===== src/rtl/tmps_pkg.sv =====
// Package with the shared types and constants of the triangle minimum path sum unit.
package tmps_pkg;

  // Default buffer depth, which is also the largest triangle the chain holds.
  localparam int MAX_ROWS_DEF = 256;

  // Field widths.
  localparam int ROW_W  = 9;
  localparam int ELEM_W = 16;
  localparam int SUM_W  = 32;

  // Saturation limits of a path sum.
  localparam logic signed [SUM_W-1:0] SUM_MAX = {1'b0, {(SUM_W-1){1'b1}}};
  localparam logic signed [SUM_W-1:0] SUM_MIN = {1'b1, {(SUM_W-1){1'b0}}};

  // Input word: one triangle element.
  typedef struct packed {
    logic signed [ELEM_W-1:0] element_value;
    logic                     first_item;
  } item_t;

  // Output word: one finished triangle.
  typedef struct packed {
    logic signed [SUM_W-1:0] min_sum;
    logic                    saturated;
  } result_t;

  // What a word does when it reaches the cell of its column.
  typedef enum logic [1:0] {
    OP_STORE        = 2'd0,  // bottom row: write the element
    OP_COMBINE      = 2'd1,  // higher row: write element plus smaller neighbor
    OP_APEX_DIRECT  = 2'd2,  // one-row triangle: the element is the answer
    OP_APEX_COMBINE = 2'd3   // apex: element plus smaller neighbor is the answer
  } op_t;

  // A word as it travels down the chain of cells.
  typedef struct packed {
    logic                     valid;
    op_t                      op;
    logic                     clr;   // first element of a new triangle
    logic                     sat;   // this word's sum was clamped
    logic signed [ELEM_W-1:0] e;
    logic signed [SUM_W-1:0]  acc;   // right neighbor sum, then the apex total
  } flow_t;

endpackage


===== src/rtl/tmps_front.sv =====
// Row and column tracking that turns each accepted element into a chain word.
module tmps_front
  import tmps_pkg::*;
#(
  parameter int MAX_ROWS = MAX_ROWS_DEF
) (
  input  logic                            clk,
  input  logic                            rst,
  input  logic                            take,
  input  logic                            item_valid,
  input  item_t                           item,
  input  logic [ROW_W-1:0]                row_total,
  output flow_t                           flow,
  output logic [$clog2(MAX_ROWS)-1:0]     col
);

  localparam int COL_W = $clog2(MAX_ROWS);

  logic [ROW_W-1:0] row_index;
  logic [ROW_W-1:0] row_index_next;
  logic [COL_W-1:0] column_index;
  logic [COL_W-1:0] column_index_next;

  logic [ROW_W-1:0] rows;
  logic [ROW_W-1:0] r0;
  logic [COL_W-1:0] c0;
  logic [ROW_W-1:0] len;
  logic             apex;
  logic             row_end;

  // Effective row count, then decode of the incoming element's position.
  always_comb begin
    if (row_total == '0) begin
      rows = ROW_W'(1);
    end else if (32'(row_total) > 32'(MAX_ROWS)) begin
      rows = ROW_W'(MAX_ROWS);
    end else begin
      rows = row_total;
    end

    r0 = item.first_item ? '0 : row_index;
    c0 = item.first_item ? '0 : column_index;

    apex    = (rows == ROW_W'(1)) || ((r0 != '0) && (r0 >= rows - ROW_W'(1)));
    len     = rows - r0;
    row_end = (32'(c0) + 32'd1) >= 32'(len);

    flow.valid = item_valid;
    flow.clr   = item.first_item;
    flow.sat   = 1'b0;
    flow.e     = item.element_value;
    flow.acc   = {{(SUM_W-ELEM_W){item.element_value[ELEM_W-1]}}, item.element_value};
    col        = c0;

    if (apex) begin
      col               = '0;
      flow.op           = (r0 == '0) ? OP_APEX_DIRECT : OP_APEX_COMBINE;
      row_index_next    = '0;
      column_index_next = '0;
    end else begin
      flow.op = (r0 == '0) ? OP_STORE : OP_COMBINE;
      if (row_end) begin
        row_index_next    = r0 + ROW_W'(1);
        column_index_next = '0;
      end else begin
        row_index_next    = r0;
        column_index_next = c0 + COL_W'(1);
      end
    end
  end

  // Counters move only when an element is taken.
  always_ff @(posedge clk) begin
    if (rst) begin
      row_index    <= '0;
      column_index <= '0;
    end else if (take) begin
      row_index    <= row_index_next;
      column_index <= column_index_next;
    end
  end

endmodule


===== config.mk =====
export PLATFORM = sky130hd
export DESIGN_NAME = tmps_front
export DESIGN_NICKNAME = d
export VERILOG_FILES = /design/src/rtl/tmps_pkg.sv /design/src/rtl/tmps_front.sv
export SDC_FILE = /design/constraint.sdc
export NUM_CORES = 1
export LEC_CHECK = 0
export ABC_AREA = 1
export BUFFER_PORTS_ARGS = -buffer_cell sky130_fd_sc_hd__clkbuf_2
export CAP_MARGIN = 40
export CORE_ASPECT_RATIO = 1.4
export CORE_MARGIN = 2
export CORE_UTILIZATION = 34
export DETAILED_ROUTE_END_ITERATION = 10
export PLACE_DENSITY = 0.61
export SETUP_SLACK_MARGIN = 0.15
export SYNTH_ARGS = -nofsm -noshare
export SYNTH_HDL_FRONTEND = slang
export SYNTH_SLANG_ARGS = --single-unit

===== constraint.sdc =====
create_clock -name clk -period 3.8 [get_ports clk]
set_clock_uncertainty 0.05 [all_clocks]
set_input_delay 0.19 -clock clk [delete_from_list [all_inputs] [get_ports clk]]
set_output_delay 0.19 -clock clk [all_outputs]
set_load 0.05 [all_outputs]

==> metrics <==
outcome=finished clean; cell mode on critical path=nand2_1; HP Class=in -> out; maximum buffer depth of the clock tree=2; final count of hold timing violations=0; H-tree levels=1; slowest cell on the critical path=clkbuf_2; global-route wire length before repair=between 10000 and 15000 um; FFs w/ async S/R, synth=0%; clk_lat worst skew=approximately 0.25 ns; Detail Placement HPWL=5790 um; Syn-to-layout area delta=-0.614%; Syn Nets=approximately 530; Post-layout nets=a little over 500; met1 usage=18.0%; initial core utilization=35.0%; WS Path Type=in -> out; post-cts hold buffer count=0; Cell Pwr Density=approximately 210 mW/mm^2; Peak Freq=300 MHz; Tot GR Track Use=15.6%; unrepaired setup endpoints after global routing=no; vias in the first global route=2612; critical path data required time=3.56 ns; fin util=34.8%; most frequent cells in the layout=nand2_1 (110), inv_1 (61), nor2_1 (59); Syn Area/Cell=6.05 um^2; Worst Path Arrival=3.09 ns; die area=~0.009 mm^2; layout cells sized above 1=12.5%; largest net degree at the start of global routing=19; Root Buffer=clkbuf_16; LEAKAGE=1.55 nW; DRT iter0 DRCs=about 130; ys flop type=dfxtp_1; TritonRoute pass-1 iters=4; Ys Warns=0; Rel. slew slack=between 50% and 60%; peak supply drop=0.111 mV; Stages on worst setup path=20; CTS buffer count=3; slowest stage delay, CP=0.31 ns; Chip Height=112 um; n_diodes=0; clk sinks=17; number of port buffers=23; WL per Instance=12.3 um; delay-heaviest family, CP=simple AND/OR/NAND/NOR gates; most common cell after layout, fill and taps aside=nand2_1; met3 usage=0.643%; met2 Resource Use GR=29.4%; vias per inst=4.80; TritonCTS clock tree=done; sequential area share after synthesis=11.9%; fill count=906; final slew viol count=0; cells along the critical path=clkbuf_2, nor2_1, nand3_1, o21ai_0, nand2_1, buf_4, ha_1, nand2_1, inv_1, nand2_1, xor2_1, ha_1, nand2_1, nand2_1, a21oi_1, nand4_1, nand2_1, nand2_4, nor3_1, clkbuf_2; Hold Path Depth=0; Post-synth EDFFs=0; Synth Register Bits=17; fin crit period=roughly 3.3 ns; crit end category=output pin; final worst path period share=slightly below 90%; drc violations=0; WL final=6760 um; die width=81.4 um; WP buf/inv=4; most used routing layer in global routing=met2; Crit Path Max Fanout=14; reg2reg path depth=19; Max Cap Violations=0; Min Hold Slack=~0.33 ns; type of origin of the critical path=input pin; I/O Pins=91; Detail Route Antenna Nets=0; # setup viols final=0; gpl congestion=between 0.8 and 0.9; Mapped Area=roughly 0.0029 mm^2; row count=39; GR Overflow Total=0; vias=2644; Core Region=0.00815 mm^2; initial antenna violation count=0; library cells used by synthesis=29; Slew @ Worst Pin=0.673 ns; Mapped Cells=around 470
logic make-up after synthesis:
group | count (synthesis) | share of synthesized area (%)
simple gates | 237 | 35.8
buf+inv | 128 | 24.7
compound gates | 35 | 6.67
fa+ha+maj | 32 | 14.3
xor+xnor | 21 | 6.45
flops | 17 | 11.9
other cells | 1 | 0.132
power breakdown:
group | switching, W | internal [W] | total [W]
Combinational | 0.000136 | 0.0000762 | 0.000212
Clock | 0.0000715 | 0.000141 | 0.000212
Sequential | 0.00000230 | 0.000182 | 0.000184
synthesized netlist by cell type (2+ instances only):
library cell | n | area (um^2)
o21ai_0 | 5 | 25.0
nand2_4 | 3 | 33.8
nor2_2 | 2 | 12.5
nand4_1 | 8 | 50.1
o211ai_1 | 2 | 15.0
xor2_1 | 17 | 149
buf_2 | 2 | 10.0
inv_2 | 4 | 15.0
clkbuf_1 | 4 | 15.0
nor3_1 | 6 | 30.0
inv_1 | 61 | 229
dfxtp_1 | 17 | 340
nand3_1 | 43 | 215
ha_1 | 31 | 388
nor3_2 | 2 | 20.0
a21oi_1 | 25 | 125
nor2_1 | 60 | 225
buf_4 | 53 | 398
nand2_1 | 110 | 413
xnor2_1 | 4 | 35.0
nand2_2 | 2 | 12.5
buf_6 | 3 | 33.8
through the flow:
stage | total power [W] | std cells | area [um^2] | setup slack, ns | setup TNS (ns)
after global placement | 0.000397 | 547 | 2740 | 0.0300 | 0
final | 0.000608 | 551 | 2830 | 0.471 | 0
after global routing | 0.000652 | 551 | 2830 | 0.157 | 0
after floorplan | 0.000487 | 471 | 2850 | 0.240 | 0
after detailed placement | 0.000400 | 547 | 2740 | -0.0813 | -0.424
after CTS | 0.000612 | 551 | 2820 | 0.174 | 0
flip-flops by register name (all words and copies together), names as in the netlist:
| signal | count |
|---|---|
| row_index | 9 |
| column_index | 8 |
layer usage:
layer  wire length [um]  part of all wire (%)
met1               2750                    41
met2               3660                    54
met3                183                   2.7
met4                165                   2.4
met5                  0                     0
path summary, 6_finish.rpt:
kind | start | end | slack (ns)
min | item[1] | flow[0] | 0.33
max reg2reg | row_index[1]$_SDFFE_PP0P_ | row_index[5]$_SDFFE_PP0P_ | 0.58
min reg2reg | column_index[0]$_SDFFE_PP0P_ | column_index[0]$_SDFFE_PP0P_ | 0.41
max | row_total[7] | col[1] | 0.47
repair_timing:
action                     4_1_cts  5_1_grt
buffers inserted                 0        0
resized for setup                0        6
setup endpoints to repair        0       11
final cells by class:
| class | instances | area [um^2] | area share [%] |
|---|---|---|---|
| inverters | 65 | 244 | 8.61 |
| well taps | 102 | 128 | 4.51 |
| multi-input cells | 326 | 1820 | 64.2 |
| clock inverters | 1 | 5.00 | 0.177 |
| repair buffers | 37 | 223 | 7.86 |
| clock buffers | 3 | 75.1 | 2.65 |
| flip-flops and latches | 17 | 340 | 12.0 |
(Power assumes the default switching activity.)
