File: src/rtl/tmps_pkg.sv
// Package with the shared types and constants of the triangle minimum path sum unit.
package tmps_pkg;

  // Default buffer depth, which is also the largest triangle the chain holds.
  localparam int MAX_ROWS_DEF = 256;

  // Field widths.
  localparam int ROW_W  = 9;
  localparam int ELEM_W = 16;
  localparam int SUM_W  = 32;

  // Saturation limits of a path sum.
  localparam logic signed [SUM_W-1:0] SUM_MAX = {1'b0, {(SUM_W-1){1'b1}}};
  localparam logic signed [SUM_W-1:0] SUM_MIN = {1'b1, {(SUM_W-1){1'b0}}};

  // Input word: one triangle element.
  typedef struct packed {
    logic signed [ELEM_W-1:0] element_value;
    logic                     first_item;
  } item_t;

  // Output word: one finished triangle.
  typedef struct packed {
    logic signed [SUM_W-1:0] min_sum;
    logic                    saturated;
  } result_t;

  // What a word does when it reaches the cell of its column.
  typedef enum logic [1:0] {
    OP_STORE        = 2'd0,  // bottom row: write the element
    OP_COMBINE      = 2'd1,  // higher row: write element plus smaller neighbor
    OP_APEX_DIRECT  = 2'd2,  // one-row triangle: the element is the answer
    OP_APEX_COMBINE = 2'd3   // apex: element plus smaller neighbor is the answer
  } op_t;

  // A word as it travels down the chain of cells.
  typedef struct packed {
    logic                     valid;
    op_t                      op;
    logic                     clr;   // first element of a new triangle
    logic                     sat;   // this word's sum was clamped
    logic signed [ELEM_W-1:0] e;
    logic signed [SUM_W-1:0]  acc;   // right neighbor sum, then the apex total
  } flow_t;

endpackage

File: src/rtl/tmps_exit.sv
// Saturation tracking and output register at the end of the chain.
module tmps_exit
  import tmps_pkg::*;
(
  input  logic    clk,
  input  logic    rst,
  input  logic    advance,
  input  flow_t   flow,
  output logic    hold,
  input  logic    result_stall,
  output logic    result_valid,
  output result_t result
);

  logic sat_seen;
  logic exit_apex;
  logic sat_cur;

  // An apex word may leave only when the output register can take it.
  always_comb begin
    exit_apex = flow.valid &&
                ((flow.op == OP_APEX_DIRECT) || (flow.op == OP_APEX_COMBINE));
    hold      = result_valid && result_stall && exit_apex;
    sat_cur   = (flow.clr ? 1'b0 : sat_seen) | flow.sat;
  end

  // Sticky flag, cleared at a new triangle and after each apex.
  always_ff @(posedge clk) begin
    if (rst) begin
      sat_seen <= 1'b0;
    end else if (advance && flow.valid) begin
      sat_seen <= exit_apex ? 1'b0 : sat_cur;
    end
  end

  // Output register.
  always_ff @(posedge clk) begin
    if (rst) begin
      result_valid <= 1'b0;
    end else if (advance && exit_apex) begin
      result_valid <= 1'b1;
    end else if (!result_stall) begin
      result_valid <= 1'b0;
    end
  end

  always_ff @(posedge clk) begin
    if (advance && exit_apex) begin
      result.min_sum   <= flow.acc;
      result.saturated <= sat_cur;
    end
  end

endmodule

File: config.mk
export PLATFORM = sky130hd
export DESIGN_NAME = tmps_exit
export DESIGN_NICKNAME = d
export VERILOG_FILES = /design/src/rtl/tmps_pkg.sv /design/src/rtl/tmps_exit.sv
export SDC_FILE = /design/constraint.sdc
export NUM_CORES = 1
export LEC_CHECK = 0
export ABC_AREA = 1
export BUFFER_PORTS_ARGS = -buffer_cell sky130_fd_sc_hd__buf_2
export CAP_MARGIN = 40
export CORE_ASPECT_RATIO = 1.1
export CORE_UTILIZATION = 33
export DETAILED_ROUTE_END_ITERATION = 7
export PLACE_DENSITY = 0.73
export SLEW_MARGIN = 20
export SYNTH_ARGS = -nofsm -noshare
export SYNTH_HDL_FRONTEND = slang
export SYNTH_SLANG_ARGS = --single-unit
File: constraint.sdc
create_clock -name clk -period 1.4 [get_ports clk]
set_input_delay 0.21 -clock clk [delete_from_list [all_inputs] [get_ports clk]]
set_output_delay 0.21 -clock clk [all_outputs]
set_load 0.01 [all_outputs]
==> impl_metrics.tcl, run 1 <==
set metrics [dict create \
    cts_post_setup_buffers_inserted 0 \
    relSlewSlack_pct 88.5 \
    syn-num-nets 107 \
    ys_top_cells_by_count "edfxtp_1 (33), nand2_1 (5), inv_1 (3), dfxtp_1 (2), nand2_2 (2)" \
    powerDensity_nw_per_um2 1260 \
    worst_setup_path_end_kind "output pin" \
    cts_tree "yes" \
    die_x_microns 57.1 \
    period_share_pct 82.4 \
    dr_total_vias 732 \
    hold_depth 1 \
    pwr-share-clk_pct 33.2 \
    switching_share_pct 19.4 \
    cts_buffers 5 \
    grt_usage_pct 12.5 \
    yosys.area_share.simple_pct 4.20 \
    coreArea_sq_um 3100 \
    ctsHtreeMaxLevel 2 \
    clock_path_buffers 2 \
    pin_count 92 \
    antenna-diode-count 0 \
    synth_cells 50 \
    hold_class "in -> reg" \
    p_sw_w 0.000394 \
    ant_nets 0 \
    synth_fa_ha_area_share_pct 0 \
    ctsHoldBuffers 0 \
    drc 22 \
    cts.reportedPaths.clkPinSlew_ns 0.10 \
    crit_type "reg -> out" \
    clock_latency_ns 0.32 \
    vias_per_cell 4.38 \
    place.gp.congestion 0.684 \
    reg2regPathDepth 4 \
    first_pass_iters 5 \
    rsz0062_at_grt "no" \
    comb_power_share_pct 7.4 \
    grt_pass1_vias 665 \
    synth_top_area_share_pct 89.9 \
    tightest_slew_ns 0.173 \
    synthDistinctLibCells 10 \
    cts.repair.resized 0 \
    std_cell_rows 21 \
    overflow 0 \
    cp.arrival_ns 0.94 \
    ys.flop_type "edfxtp_1" \
    internal-power_w 0.00164 \
    cts_sinks 35 \
    yosys.area.top_type "edfxtp_1" \
    routedWlPerCell_microns 12.6 \
    slew_viol_final 0 \
    initial_core_util_pct 35.6 \
    maxClockFrequency_mhz 867 \
    netlist_area_sq_um 1100 \
    synth_xor_area_share_pct 0 \
    io_buffers 74 \
    hpwl_mm 1.57 \
    p_leak_nw 0.702 \
    ir_drop_mv 0.686 \
    synth-edff-count 33 \
    post-route-min-period_ns 1.15 \
    cp.required_ns 1.19 \
    synth_top_family_by_area "simple AND/OR/NAND/NOR gates" \
    cts-root-buf "clkbuf_4" \
    fin_area_sq_um 1610 \
    first_iter_violations 52 \
    final_nets 189 \
    ys_seq_area_share_pct 93.5 \
    synth_compound_area_share_pct 1.25 \
    cp_max_fo 2 \
    startpoint_type "flip-flop" \
    r2r_slack_ns 0.69 \
    synth_mux_area_share_pct 0 \
    synth.avg_cell_area_sq_um 22.0 \
    synth_most_common_cell "edfxtp_1" \
    placed_area_sq_um 1540 \
    die_y_microns 62.6 \
    wl_mm 2.10 \
    fin_setup_tns_ns 0 \
    grt_first_pass_wirelength_mm 3.13 \
    finalSetupViolations 0 \
    maxCapViolCount 0 \
    synth_area_leaders "edfxtp_1 (90%), dfxtp_1 (3.6%), nand2_1 (1.7%)" \
    outcome "complete, but fails checks" \
    grt_max_degree 34 \
    synth_async_sr_flop_share_pct 0 \
    finalHoldViolCount 0 \
    violations "DRC" \
    die_area_sq_um 3580 \
    seqPwrFrac_pct 59.4 \
    skew_ns 0.00324 \
    area_growth_pct 46.2 \
    synth_warnings 0 \
    ys_ff_latch 35 \
    antenna_found_initial 0 \
    drive_gt1_share_pct 64.7 \
]
-- sequential cells by signal, indices dropped and copies added (netlist names) --
signal	flops
sat_seen	1
result_valid	1
result	33
-- worst paths after layout --
check	from	endpoint
worst max-delay path	result_valid$_SDFFE_PP0P_	hold
worst min-delay path	flow[22]	result[23]$_DFFE_PP_
worst max register to register	sat_seen$_SDFFE_PP0P_	sat_seen$_SDFFE_PP0P_
worst min register to register	result_valid$_SDFFE_PP0P_	result_valid$_SDFFE_PP0P_
-- layout by cell type (no fill, tap or decap), types with 2 or more instances in the layout --
cell      instances
edfxtp_1         33
clkbuf_4          5
nand2_2           2
nand2_1           5
dfxtp_1           2
inv_1             3
buf_2            74
-- layout make-up --
| type | instances | area (sq um) |
|---|---|---|
| clock buffers | 5 | 37.5 |
| clock inverters | 3 | 38.8 |
| fillers | 276 | 1490 |
| inverters | 3 | 11.3 |
| multi-input cells | 12 | 60.1 |
| flip-flops and latches | 35 | 1030 |
| well taps | 34 | 42.5 |
| repair buffers | 75 | 390 |
-- critical path: stages, from the launching register on --
cell and delay (ns):
dfxtp_1 0.35, nand2_1 0.07, nor2_1 0.08, buf_2 0.13
-- through the flow --
stage / hold slack (ns) / setup WS (ns) / std cells / util (%) / total power, W
global placement: 0.386 / 0.365 / 159 / 49.5 / 0.00138
detailed placement: 0.389 / 0.317 / 159 / 49.5 / 0.00138
CTS: 0.0364 / 0.222 / 167 / 52.0 / 0.00207
global route: 0.0204 / 0.176 / 167 / 52.0 / 0.00212
finish: 0.0509 / 0.247 / 167 / 52.0 / 0.00203
floorplan: 0.272 / 0.0554 / 50 / - / 0.00128
-- cells by family after synthesis --
| kind of cell | after synthesis |
|---|---|
| compound gates | 2 |
| flops | 35 |
| simple gates | 10 |
| buf+inv | 3 |
-- layer usage --
| metal | wire [microns] | share of wire (%) | global-route usage [%] |
|---|---|---|---|
| met1 | 730 | 35 | 12.5 |
| met4 | 38 | 1.8 | 8.23 |
| met3 | 307 | 15 | 6.83 |
| met2 | 1020 | 49 | 19.6 |
| met5 | 0 | 0 | 0 |
-- power by group through the flow --
stage          Combinational, W  Clock [W]  Sequential [W]
2_1_floorplan         0.0000190          0         0.00126
3_3_place_gp           0.000148          0         0.00123
3_5_place_dp           0.000153          0         0.00123
4_1_cts                0.000153   0.000706         0.00121
5_1_grt                0.000164   0.000749         0.00121
6_report               0.000150   0.000675         0.00121
(Power assumes the default switching activity.)
==> run 2: changes to the inputs <==
Settings changed: ABC_AREA 1 to 0.
Clock period 1.4 ns to 0.9 ns, I/O delays scaled along.
==> run 2 against run 1 <==
  * The run ends with DRC, setup timing left
  * Clock power up 69%
  * Flip-flop and latch count unchanged
  * Cell area up 25%
  * Sequential share of layout area down 13 points
  * Final cell count up 20%
==> impl_metrics.tcl, run 2 <==
set metrics [dict create \
    dr_total_vias 844 \
    vias_per_cell 4.22 \
    ys_seq_area_share_pct 94.7 \
    slowest_delay_ns 0.34 \
    drive_gt1_share_pct 54.8 \
    finalHoldViolCount 0 \
    grt_pass1_vias 912 \
    synth_xor_area_share_pct 0 \
    largestRegisters "result x33, result_valid x1, sat_seen x1" \
    met1_usage_pct 15.0 \
    seq_area_sq_um 1030 \
    synth.avg_cell_area_sq_um 24.2 \
    grt_busiest_layer "met2" \
    grt_first_pass_wirelength_mm 3.95 \
    tightest_slew_ns 0.127 \
    netlist_area_sq_um 1090 \
    fin_area_sq_um 2020 \
    crit_chain "and4_1 > buf_2" \
    period_share_pct 121 \
    met2_usage_pct 27.2 \
    regToRegEndpoint "sat_seen$_SDFFE_PP0P_" \
    die_y_microns 62.2 \
    syn-num-nets 102 \
    pin_count 92 \
    synth_area_leaders "edfxtp_1 (91%), dfxtp_1 (3.7%), a32o_1 (0.92%)" \
    coreArea_sq_um 3100 \
    die_x_microns 56.8 \
    maxCapViolCount 0 \
    synth_mux_area_share_pct 0 \
    violations "DRC, setup timing" \
    cts-root-buf "clkbuf_4" \
    ant_nets 0 \
    place.gp.congestion 0.675 \
    first_iter_violations 20 \
    cts_sinks 35 \
    top_register "result" \
    ys_top_cells_by_count "edfxtp_1 (33), dfxtp_1 (2), inv_1 (2)" \
    ir_drop_mv 0.957 \
    powerDensity_nw_per_um2 1680 \
    die_area_sq_um 3530 \
    clock_latency_ns 0.32 \
    rsz0062_at_grt "yes" \
    mostFrequentLayoutCells "buf_2 (73), dlygate4sd3_1 (33), edfxtp_1 (33)" \
    overflow 0 \
    reg2regPathDepth 2 \
    hold_depth 3 \
    ys.flop_type "edfxtp_1" \
    min_delay_worst_endpoint "result_valid$_SDFFE_PP0P_" \
    largest_register_ffs 33 \
    grt_usage_pct 15.2 \
    worstHoldStart "result_stall" \
    synth_most_common_cell "edfxtp_1" \
    synth_top_area_share_pct 91.0 \
    yosys.area.top_type "edfxtp_1" \
    synth_fa_ha_area_share_pct 0 \
    setup_ws_ns -0.190 \
    fill_cells 230 \
    finalSetupViolations 35 \
    drc 10 \
    initial_core_util_pct 35.1 \
    antenna-diode-count 0 \
    cp_max_fo 2 \
    maxClockFrequency_mhz 917 \
    worst_setup_path_end_kind "output pin" \
    cp_top_family "flip-flops" \
    synth-edff-count 33 \
    crit_path_top_delay_cell "dfxtp_2" \
    clock_path_buffers 2 \
    routedWlPerCell_microns 12.5 \
    slew_viol_final 0 \
    synthDistinctLibCells 11 \
    cts_tree "yes" \
    reg2reg_from "sat_seen$_SDFFE_PP0P_" \
    placed_area_sq_um 1580 \
    p_leak_nw 0.876 \
    cp.arrival_ns 0.96 \
    final_common_cell "buf_2" \
    final_util_pct 65.1 \
    first_pass_iters 6 \
    crit_type "reg -> out" \
    cts.reportedPaths.clkPinSlew_ns 0.10 \
    synth_cells 45 \
    io_buffers 74 \
    antenna_found_initial 0 \
    synth_top_family_by_area "simple AND/OR/NAND/NOR gates" \
    grt_max_degree 13 \
    yosys.area_share.simple_pct 2.53 \
    ctsHtreeMaxLevel 2 \
    met3_usage_pct 7.29 \
    std_cell_rows 21 \
    hold_class "in -> reg" \
    ys_ff_latch 35 \
    cp.required_ns 0.76 \
    area_growth_pct 85.4 \
    r2r_slack_ns 0.07 \
    final_nets 222 \
    multi_input_area_sq_um 60.1 \
    cts_buffers 5 \
    path_buf_inv 1 \
    post-route-min-period_ns 1.09 \
    outcome "complete, but fails checks" \
    wl_mm 2.49 \
    synth_warnings 0 \
    skew_ns 0.0000461 \
    relSlewSlack_pct 91.5 \
    synth_compound_area_share_pct 2.07 \
    synth_async_sr_flop_share_pct 0 \
    startpoint_type "flip-flop" \
]
-- run 2: cell type report --
type	count	share of cell area, %
multi-input cells	8	2.98
flip-flops and latches	35	51.1
clock inverters	2	1.74
repair buffers	113	39.1
inverters	2	0.372
clock buffers	6	2.54
well taps	34	2.11
-- run 2: cells by family after synthesis --
group	after synthesis
buf+inv	2
flops	35
simple gates	5
compound gates	3
-- run 2: worst max path at each step --
stage,start,endpoint,slack [ns],cells past startpoint
after floorplan,advance,result[0]$_DFFE_PP_,0.02,1
after global placement,advance,result[14]$_DFFE_PP_,-0.02,3
after detailed placement,advance,result[26]$_DFFE_PP_,-0.01,3
after CTS,result_valid$_SDFFE_PP0P_,hold,-0.21,2
after global routing,result_valid$_SDFFE_PP0P_,hold,-0.25,2
final,result_valid$_SDFFE_PP0P_,hold,-0.19,2
-- run 2: worst register-to-register path, cell delays in order (launching register included) --
cell	delay [ns]
dfxtp_1	0.34
a21o_1	0.18
a32o_1	0.21
-- run 2: layer usage --
metal / wire length, microns / up-vias
li1: - / 415
met1: 884 / 373
met2: 1360 / 54
met3: 243 / 2
met4: 10 / 0
met5: 0 / -
-- run 2: repair_timing --
item                                    CTS  global route
endpoints found under the setup margin   35            36
hold buffers                             33             0
pin swaps                                 0             0
resized for setup                         2             1
buffers inserted                          1             0
hold endpoints to repair                 33             0
-- run 2: report_power, final --
part / switching [W] / internal [W] / leakage (nW)
Clock: 0.000480 / 0.000656 / 0.0482
Sequential: 0.0000158 / 0.00186 / 0.320
Combinational: 0.000145 / 0.000233 / 0.508
Total: 0.000641 / 0.00275 / 0.876
-- run 2: stage by stage --
step	TNS, ns	worst slack (ns)	hold slack, ns	cells	total power [W]
global route	-4.61	-0.247	0.0899	200	0.00354
detailed placement	-0.327	-0.0115	0.313	158	0.00217
global placement	-0.451	-0.0152	0.312	158	0.00216
floorplan	0	0.0247	0.207	45	0.00199
finish	-2.53	-0.190	0.101	200	0.00339
CTS	-3.32	-0.212	0.0614	200	0.00342
