[config.mk]
export PLATFORM = sky130hd
export DESIGN_NAME = tmps_cell
export DESIGN_NICKNAME = d
export VERILOG_FILES = /design/src/rtl/tmps_pkg.sv /design/src/rtl/tmps_cell.sv
export SDC_FILE = /design/constraint.sdc
export NUM_CORES = 1
export LEC_CHECK = 0
export ABC_AREA = 1
export CORE_AREA = 2 2 129 131
export DETAILED_ROUTE_END_ITERATION = 10
export DIE_AREA = 0 0 131 133
export DONT_BUFFER_PORTS = 1
export GPL_ROUTABILITY_DRIVEN = 1
export SLEW_MARGIN = 20
export SYNTH_ARGS = -nofsm -noshare
export SYNTH_HDL_FRONTEND = slang
export SYNTH_SLANG_ARGS = --single-unit
[constraint.sdc]
create_clock -name clk -period 15.6 [get_ports clk]
set_input_delay 1.56 -clock clk [delete_from_list [all_inputs] [get_ports clk]]
set_output_delay 1.56 -clock clk [all_outputs]
set_load 0.02 [all_outputs]
[src/rtl/tmps_pkg.sv]
// Package with the shared types and constants of the triangle minimum path sum unit.
package tmps_pkg;

  // Default buffer depth, which is also the largest triangle the chain holds.
  localparam int MAX_ROWS_DEF = 256;

  // Field widths.
  localparam int ROW_W  = 9;
  localparam int ELEM_W = 16;
  localparam int SUM_W  = 32;

  // Saturation limits of a path sum.
  localparam logic signed [SUM_W-1:0] SUM_MAX = {1'b0, {(SUM_W-1){1'b1}}};
  localparam logic signed [SUM_W-1:0] SUM_MIN = {1'b1, {(SUM_W-1){1'b0}}};

  // Input word: one triangle element.
  typedef struct packed {
    logic signed [ELEM_W-1:0] element_value;
    logic                     first_item;
  } item_t;

  // Output word: one finished triangle.
  typedef struct packed {
    logic signed [SUM_W-1:0] min_sum;
    logic                    saturated;
  } result_t;

  // What a word does when it reaches the cell of its column.
  typedef enum logic [1:0] {
    OP_STORE        = 2'd0,  // bottom row: write the element
    OP_COMBINE      = 2'd1,  // higher row: write element plus smaller neighbor
    OP_APEX_DIRECT  = 2'd2,  // one-row triangle: the element is the answer
    OP_APEX_COMBINE = 2'd3   // apex: element plus smaller neighbor is the answer
  } op_t;

  // A word as it travels down the chain of cells.
  typedef struct packed {
    logic                     valid;
    op_t                      op;
    logic                     clr;   // first element of a new triangle
    logic                     sat;   // this word's sum was clamped
    logic signed [ELEM_W-1:0] e;
    logic signed [SUM_W-1:0]  acc;   // right neighbor sum, then the apex total
  } flow_t;

endpackage

[src/rtl/tmps_cell.sv]
// One cell of the chain: one row buffer entry and one pipeline stage.
module tmps_cell
  import tmps_pkg::*;
#(
  parameter int MAX_ROWS = MAX_ROWS_DEF,
  parameter int IDX      = 0
) (
  input  logic                            clk,
  input  logic                            rst,
  input  logic                            advance,
  input  flow_t                           in_flow,
  input  logic [$clog2(MAX_ROWS)-1:0]     in_col,
  output flow_t                           out_flow,
  output logic [$clog2(MAX_ROWS)-1:0]     out_col
);

  localparam int COL_W = $clog2(MAX_ROWS);

  flow_t                   flow;
  logic [COL_W-1:0]        col;
  logic signed [SUM_W-1:0] path_sum;

  logic                    hit_a;
  logic                    hit_b;
  logic                    wr_en;
  logic signed [SUM_W-1:0] wr_data;
  logic signed [SUM_W-1:0] b_eff;
  logic signed [SUM_W-1:0] pick;
  logic signed [SUM_W:0]   wide;
  logic signed [SUM_W-1:0] sum;
  logic                    ovf;

  // Column match, smaller neighbor, saturating add and the word handed on.
  always_comb begin
    hit_a = flow.valid && (col == COL_W'(IDX));
    hit_b = flow.valid && (({1'b0, col} + (COL_W+1)'(1)) == (COL_W+1)'(IDX));

    // The rightmost entry is its own right neighbor.
    b_eff = (col == COL_W'(MAX_ROWS - 1)) ? path_sum : flow.acc;
    pick  = (path_sum < b_eff) ? path_sum : b_eff;
    wide  = {{(SUM_W+1-ELEM_W){flow.e[ELEM_W-1]}}, flow.e} + {pick[SUM_W-1], pick};
    ovf   = (wide[SUM_W] != wide[SUM_W-1]);
    if (ovf) begin
      sum = wide[SUM_W] ? SUM_MIN : SUM_MAX;
    end else begin
      sum = wide[SUM_W-1:0];
    end

    out_flow = flow;
    out_col  = col;
    wr_en    = 1'b0;
    wr_data  = sum;

    if (hit_b && ((flow.op == OP_COMBINE) || (flow.op == OP_APEX_COMBINE))) begin
      out_flow.acc = path_sum;
    end

    if (hit_a) begin
      unique case (flow.op)
        OP_STORE: begin
          wr_en   = 1'b1;
          wr_data = {{(SUM_W-ELEM_W){flow.e[ELEM_W-1]}}, flow.e};
        end
        OP_COMBINE: begin
          wr_en        = 1'b1;
          out_flow.sat = ovf;
        end
        OP_APEX_COMBINE: begin
          out_flow.acc = sum;
          out_flow.sat = ovf;
        end
        OP_APEX_DIRECT: begin
          out_flow.acc = flow.acc;
        end
      endcase
    end
  end

  // Stage register; the whole chain moves together.
  always_ff @(posedge clk) begin
    if (rst) begin
      flow.valid <= 1'b0;
    end else if (advance) begin
      flow <= in_flow;
      col  <= in_col;
    end
  end

  // Row buffer entry, written in place by the word of this column.
  always_ff @(posedge clk) begin
    if (advance && wr_en) begin
      path_sum <= wr_data;
    end
  end

endmodule

==> results.cfg, run 1 <==
[grt]
grt_pass1_vias = 6813
antenna_found_initial = 0
grt.overflow.total = 0
grtUsageTotal = 0.268
grt_pass1_wl_mm = 35.8
grt_max_degree = 66

[power]
ir_worst_vdd_mv = 0.0805
clock_power_share = 0.259
leakagePower_uw = 0.00414
power_uw = 844
switching_share = 0.402
switchingPower_uw = 339
intPower_uw = 505
pwr-share-comb = 0.366
seq_power_share = 0.375
p_per_area_nw_per_um2 = 102

[layout]
syn_to_final_growth_pct = 3.90
stdcell_count = 1311
nNetsFinal = 1214
final_core_util = 0.510
nFillCells = 1649
n_antenna_cell = 0
final_area_sq_um = 8240
layout-drive-gt1-share = 0.0403

[logic_synthesis]
yosys.area.top_type = edfxtp_1
synth_area_sq_um = 7930
netlist-cell-type-count = 39
synth_ff_type = edfxtp_1
ys_top_cells_by_count = nand2_1 (462), inv_1 (126), edfxtp_1 (92), ha_1 (63), nand3_1 (61)
yosys-top-cells-area = edfxtp_1 (35%), nand2_1 (22%), ha_1 (9.9%), inv_1 (6.0%), nand3_1 (3.8%)
synthArstFlopShare = 0
synth_seq_cells = 93
yosysWarningCount = 0
seq_area_frac_synth = 0.351
synth_nets = 1251
synth.avg_cell_area_sq_um = 7.06
synth_top_area_frac = 0.348
yosysMostFrequentCell = nand2_1
netlist_instances = 1123
synth_edf_count = 92

[setup_path]
rr_worst_depth = 32
cp_max_fo = 65
worstReg2RegStart = out_col[2]$_DFFE_PP_
crit_top_cell = nand2_1
r2r-end = path_sum[19]$_DFFE_PP_
path_class = flip-flop to primary output
max_stage_delay_ns = 0.53
crit_arrival_ns = 6.27
r2r_slack_ns = 9.62
required_ns = 14.04
startpoint_type = flip-flop
slowest_stage = edfxtp_1
crit_path_end_kind = primary output

[route]
firstDrtPassIters = 7
wire_per_inst_um = 17.2
ant_nets = 0
finalWirelength_mm = 22.5
avgViaCountPerCell = 5.41
drtIter0Drc = 640
drc = 0
num_vias = 7091

[clock_tree]
clkTransAtPathRegs_ns = 0.07
clock-sinks = 93
ctsHoldBuffers = 0
post-cts-setup-buffers = 0
cts_tree = built
cts_buffer_depth = 2
cts-root-buf = clkbuf_16
cts_resized = 0
cts_made_buffers = 9
h-tree-depth = 3
clk_latency_ns = 0.36

[worst_hold_path]
hp-class = flip-flop to flip-flop
min_path_cells = 2
worstHoldStart = out_flow[52]$_SDFFE_PP0P_
min_to = out_flow[52]$_SDFFE_PP0P_

[timing]
period_share = 0.502
fin_crit_ns = 7.83
setup_tns_ns = 0
finalHoldViolCount = 0
fmax_mhz = 128
relSlewSlack = 0.308
fin_skew_ns = 0.00968
worst_pin_slew_ns = 1.03
slew_violations = 0
rsz0062_at_grt = false
setup_viol = 0

[place]
dpl.cell_count = 1295
portBuffers = 0
post-dp-hpwl_mm = 17.1
globalplace.congestion = 0.960
placed_area_sq_um = 7950

[floorplanning]
die_h_um = 133
start_util = 0.491
dieArea_sq_um = 17400
fp.coreArea_sq_um = 16200
io_pins = 125
rows = 47
die_width_um = 131

[flow_run]
cap_violations = 0

[run_status]
status = completed
## worst max path at each step
stage                    to                 start  slack [ns]
2_1_floorplan   out_flow[2]  out_col[1]$_DFFE_PP_        9.32
3_3_place_gp    out_flow[5]  out_col[4]$_DFFE_PP_        7.97
3_5_place_dp    out_flow[4]  out_col[2]$_DFFE_PP_        7.92
4_1_cts        out_flow[25]  out_col[2]$_DFFE_PP_        7.48
5_1_grt         out_flow[7]  out_col[2]$_DFFE_PP_        7.06
6_report       out_flow[25]  out_col[2]$_DFFE_PP_        7.77
## area by class of cell
class                      instances  area (sq um)  share of cell area
timing repair buffer               6          45.0             0.00547
sequential                        93          2780               0.338
clock inverter                     7          57.6             0.00698
multi-input combinational        846          4370               0.530
inverter                         130           488              0.0592
clock buffer                       9           225              0.0273
tap                              220           275              0.0334
## flip-flops by register name, indices dropped and copies added, names as in the netlist
| register | flops |
|---|---|
| flow | 33 |
| path_sum | 32 |
| out_col | 8 |
| out_flow | 20 |
## layout by cell type (no fill, tap or decap), types with 2 or more instances in the layout
master	n
a211oi_1	2
a21o_1	3
a21oi_1	48
a31oi_1	3
buf_4	6
clkbuf_16	9
clkinv_1	2
clkinvlp_4	2
edfxtp_1	92
ha_1	63
inv_1	126
inv_2	2
inv_6	3
nand2_1	461
nand2_2	7
nand2_4	3
nand3_1	61
nand3b_1	5
nand4_1	11
nor2_1	43
nor2_2	5
nor2_4	2
nor3_1	8
nor4_1	3
o21ai_0	50
o21ai_1	7
o21bai_1	7
o31ai_1	23
xnor2_1	5
xor2_1	17
## power groups by stage
| stage | logic [uW] | clock network (uW) | registers [uW] |
|---|---|---|---|
| final | 308 | 219 | 316 |
| after CTS | 306 | 223 | 316 |
| after global placement | 303 | 0 | 322 |
| after floorplan | 245 | 0 | 313 |
| after global routing | 350 | 229 | 318 |
| after detailed placement | 304 | 0 | 322 |
## worst max-delay path, delay by kind of cell (launching register included)
kind	cells	cell delay (ns)
fa+ha+maj	2	0.57
buf+inv	4	0.65
flops	1	0.53
simple gates	21	2.80
compound gates	5	1.32
## kinds of logic (layout without fill, tap and decap cells)
group / count (synthesis) / in the layout / synth area share
and+or+nand+nor: 612 / 612 / 0.315
xor gates and xnor gates: 22 / 22 / 0.0243
AOI/OAI and AO/OA: 148 / 148 / 0.107
buffers and inverters: 184 / 152 / 0.101
adders and majority gates: 64 / 64 / 0.102
DFF: 93 / 93 / 0.351
## metrics by stage
| stage | hold slack, ns | setup slack (ns) |
|---|---|---|
| global placement | 0.603 | 7.97 |
| detailed placement | 0.598 | 7.92 |
| floorplan | 0.449 | 9.32 |
| CTS | 0.609 | 7.48 |
| finish | 0.598 | 7.77 |
| global route | 0.615 | 7.06 |
## layer usage
layer  wire (um)  up-vias  GRT usage  part of all wire
met2       10200      272      0.412              0.45
met3        1640       31     0.0546             0.073
met5           0        -          0                 0
li1            -     3580          -                 -
met4         440        0     0.0804             0.020
met1       10300     3208      0.381              0.46
Note: power is estimated with default switching activity, not from simulation.
==> run 2, diff against run 1 <==
- clock period: 15.6 -> 7.8 ns (I/O delays scaled with it)
==> run 2 against run 1 <==
Against the previous run:
- largest power group unchanged
- count of clock-buffer cells in the layout up 2
- non-clock buffer count up 2
- worst setup slack worse by 7.2 ns
- sequential cell count unchanged
- critical endpoint is now out_flow[28]
- first-iteration DRC count up 3.8%
- combinational power up 99%
- hold slack worse by 0.11 ns
- largest cell class unchanged
- clock skew up 0.0055 ns
- utilization up 0.13 points
- sequential share of layout area down 0.087 points
==> results.cfg, run 2 (synthesis results as in run 1) <==
[clock_tree]
clkTransAtPathRegs_ns = 0.07
cts_resized = 0
ctsHoldBuffers = 0
cts_buffer_depth = 2
clock-sinks = 93
h-tree-depth = 3
post-cts-setup-buffers = 0
cts_made_buffers = 9
cts_tree = built
clk_latency_ns = 0.36
cts-root-buf = clkbuf_16

[setup_path]
max_stage_delay_ns = 0.51
crit_arrival_ns = 6.44
crit_top_cell = nand2_1
cp_max_fo = 41
required_ns = 7.02
crit_path_end_kind = primary output
path_class = flip-flop to primary output
startpoint_type = flip-flop
r2r-end = path_sum[28]$_DFFE_PP_
rr_worst_depth = 33
worstReg2RegStart = out_col[1]$_DFFE_PP_
slowest_stage = edfxtp_1
r2r_slack_ns = 1.72

[layout]
final_common_cell = nand2_1
n_antenna_cell = 0
largest_reg_flops = 33
final_core_util = 0.511
stdcell_count = 1313
nNetsFinal = 1216
final_area_sq_um = 8260
layout-drive-gt1-share = 0.0421
largest-register = flow
layout_common_cells = nand2_1 (461), inv_1 (126), edfxtp_1 (92)
syn_to_final_growth_pct = 4.16

[worst_hold_path]
min_to = out_flow[52]$_SDFFE_PP0P_
worstHoldStart = rst
min_path_cells = 1
hp-class = input port to flip-flop

[power]
leakagePower_uw = 0.00414
ir_worst_vdd_mv = 0.157
p_per_area_nw_per_um2 = 203

[flow_run]
cap_violations = 0

[place]
globalplace.congestion = 0.960
dpl.cell_count = 1297
post-dp-hpwl_mm = 17.0
portBuffers = 0
placed_area_sq_um = 7970

[floorplanning]
rows = 47
start_util = 0.491
dieArea_sq_um = 17400
io_pins = 125
die_width_um = 131
fp.coreArea_sq_um = 16200
die_h_um = 133

[run_status]
status = completed

[timing]
setup_viol = 0
finalHoldViolCount = 0
period_share = 0.925
fin_crit_ns = 7.22
rsz0062_at_grt = false
fmax_mhz = 139
setup_tns_ns = 0
worst_pin_slew_ns = 0.975
relSlewSlack = 0.346
fin_skew_ns = 0.0152
slew_violations = 0

[grt]
grtUsageTotal = 0.263
antenna_found_initial = 0
grt.overflow.total = 0
grt_pass1_vias = 6683
grt_max_degree = 50
grt_pass1_wl_mm = 35.1

[route]
ant_nets = 0
num_vias = 7048
avgViaCountPerCell = 5.37
firstDrtPassIters = 5
wire_per_inst_um = 17.0
drc = 0
drtIter0Drc = 664
finalWirelength_mm = 22.3
==> run 2: changes by cell type in the layout (fill, tap and decap cells not counted) <==
cell      change
nand2_4       -1
clkinv_2      -1
clkinv_4      +1
nand2_2       +1
clkbuf_8      +2
inv_8         -1
buf_4         +2
inv_6         -1
==> run 2: worst max path at each step <==
stage / startpoint / end / slack, ns / cells past startpoint
final: out_col[1]$_DFFE_PP_ / out_flow[28] / 0.58 / 33
after global routing: out_col[4]$_DFFE_PP_ / out_flow[28] / 0.001 / 33
after CTS: out_col[1]$_DFFE_PP_ / out_flow[28] / 0.62 / 34
after detailed placement: out_col[1]$_DFFE_PP_ / out_flow[28] / 1.03 / 36
after global placement: out_col[1]$_DFFE_PP_ / out_flow[28] / 1.11 / 34
after floorplan: out_col[1]$_DFFE_PP_ / out_flow[2] / 2.30 / 40
==> run 2: report_power, final <==
group	internal [uW]	switching, uW	total, uW
sequential	599	33.4	632
combinational	190	424	614
clock	236	196	432
==> run 2: metrics by stage <==
| stage | hold slack, ns | total power [uW] | setup slack [ns] |
|---|---|---|---|
| finish | 0.490 | 1680 | 0.584 |
| global route | 0.479 | 1790 | 0.00133 |
| CTS | 0.481 | 1680 | 0.619 |
| detailed placement | 0.585 | 1250 | 1.03 |
| global placement | 0.589 | 1250 | 1.11 |
| floorplan | 0.449 | 1120 | 2.30 |
==> run 2: layout make-up <==
type                            count  area [sq um]
Clock buffer                       11           253
Clock inverter                      5          41.3
Fill cell                        1649          7910
Inverter                          130           488
Multi-Input combinational cell    846          4360
Sequential cell                    93          2780
Tap cell                          220           275
Timing Repair Buffer                8          60.1
==> run 2: per-layer routing <==
metal  vias to the layer above  global-route usage  part of all wire
li1                       3582                   -                 -
met1                      3177               0.375              0.45
met2                       262               0.412              0.47
met3                        27              0.0473             0.072
met4                         0              0.0703             0.015
met5                         -                   0                 0
==> run 2: critical path: cells and delay by family, from the launching register on <==
kind	cells	cell delay, ns
AND/OR/NAND/NOR	20	2.77
flip-flops	1	0.51
adder cells (fa/ha/maj)	2	0.57
buffers and inverters	5	1.01
AO/OA/AOI/OAI	6	1.18
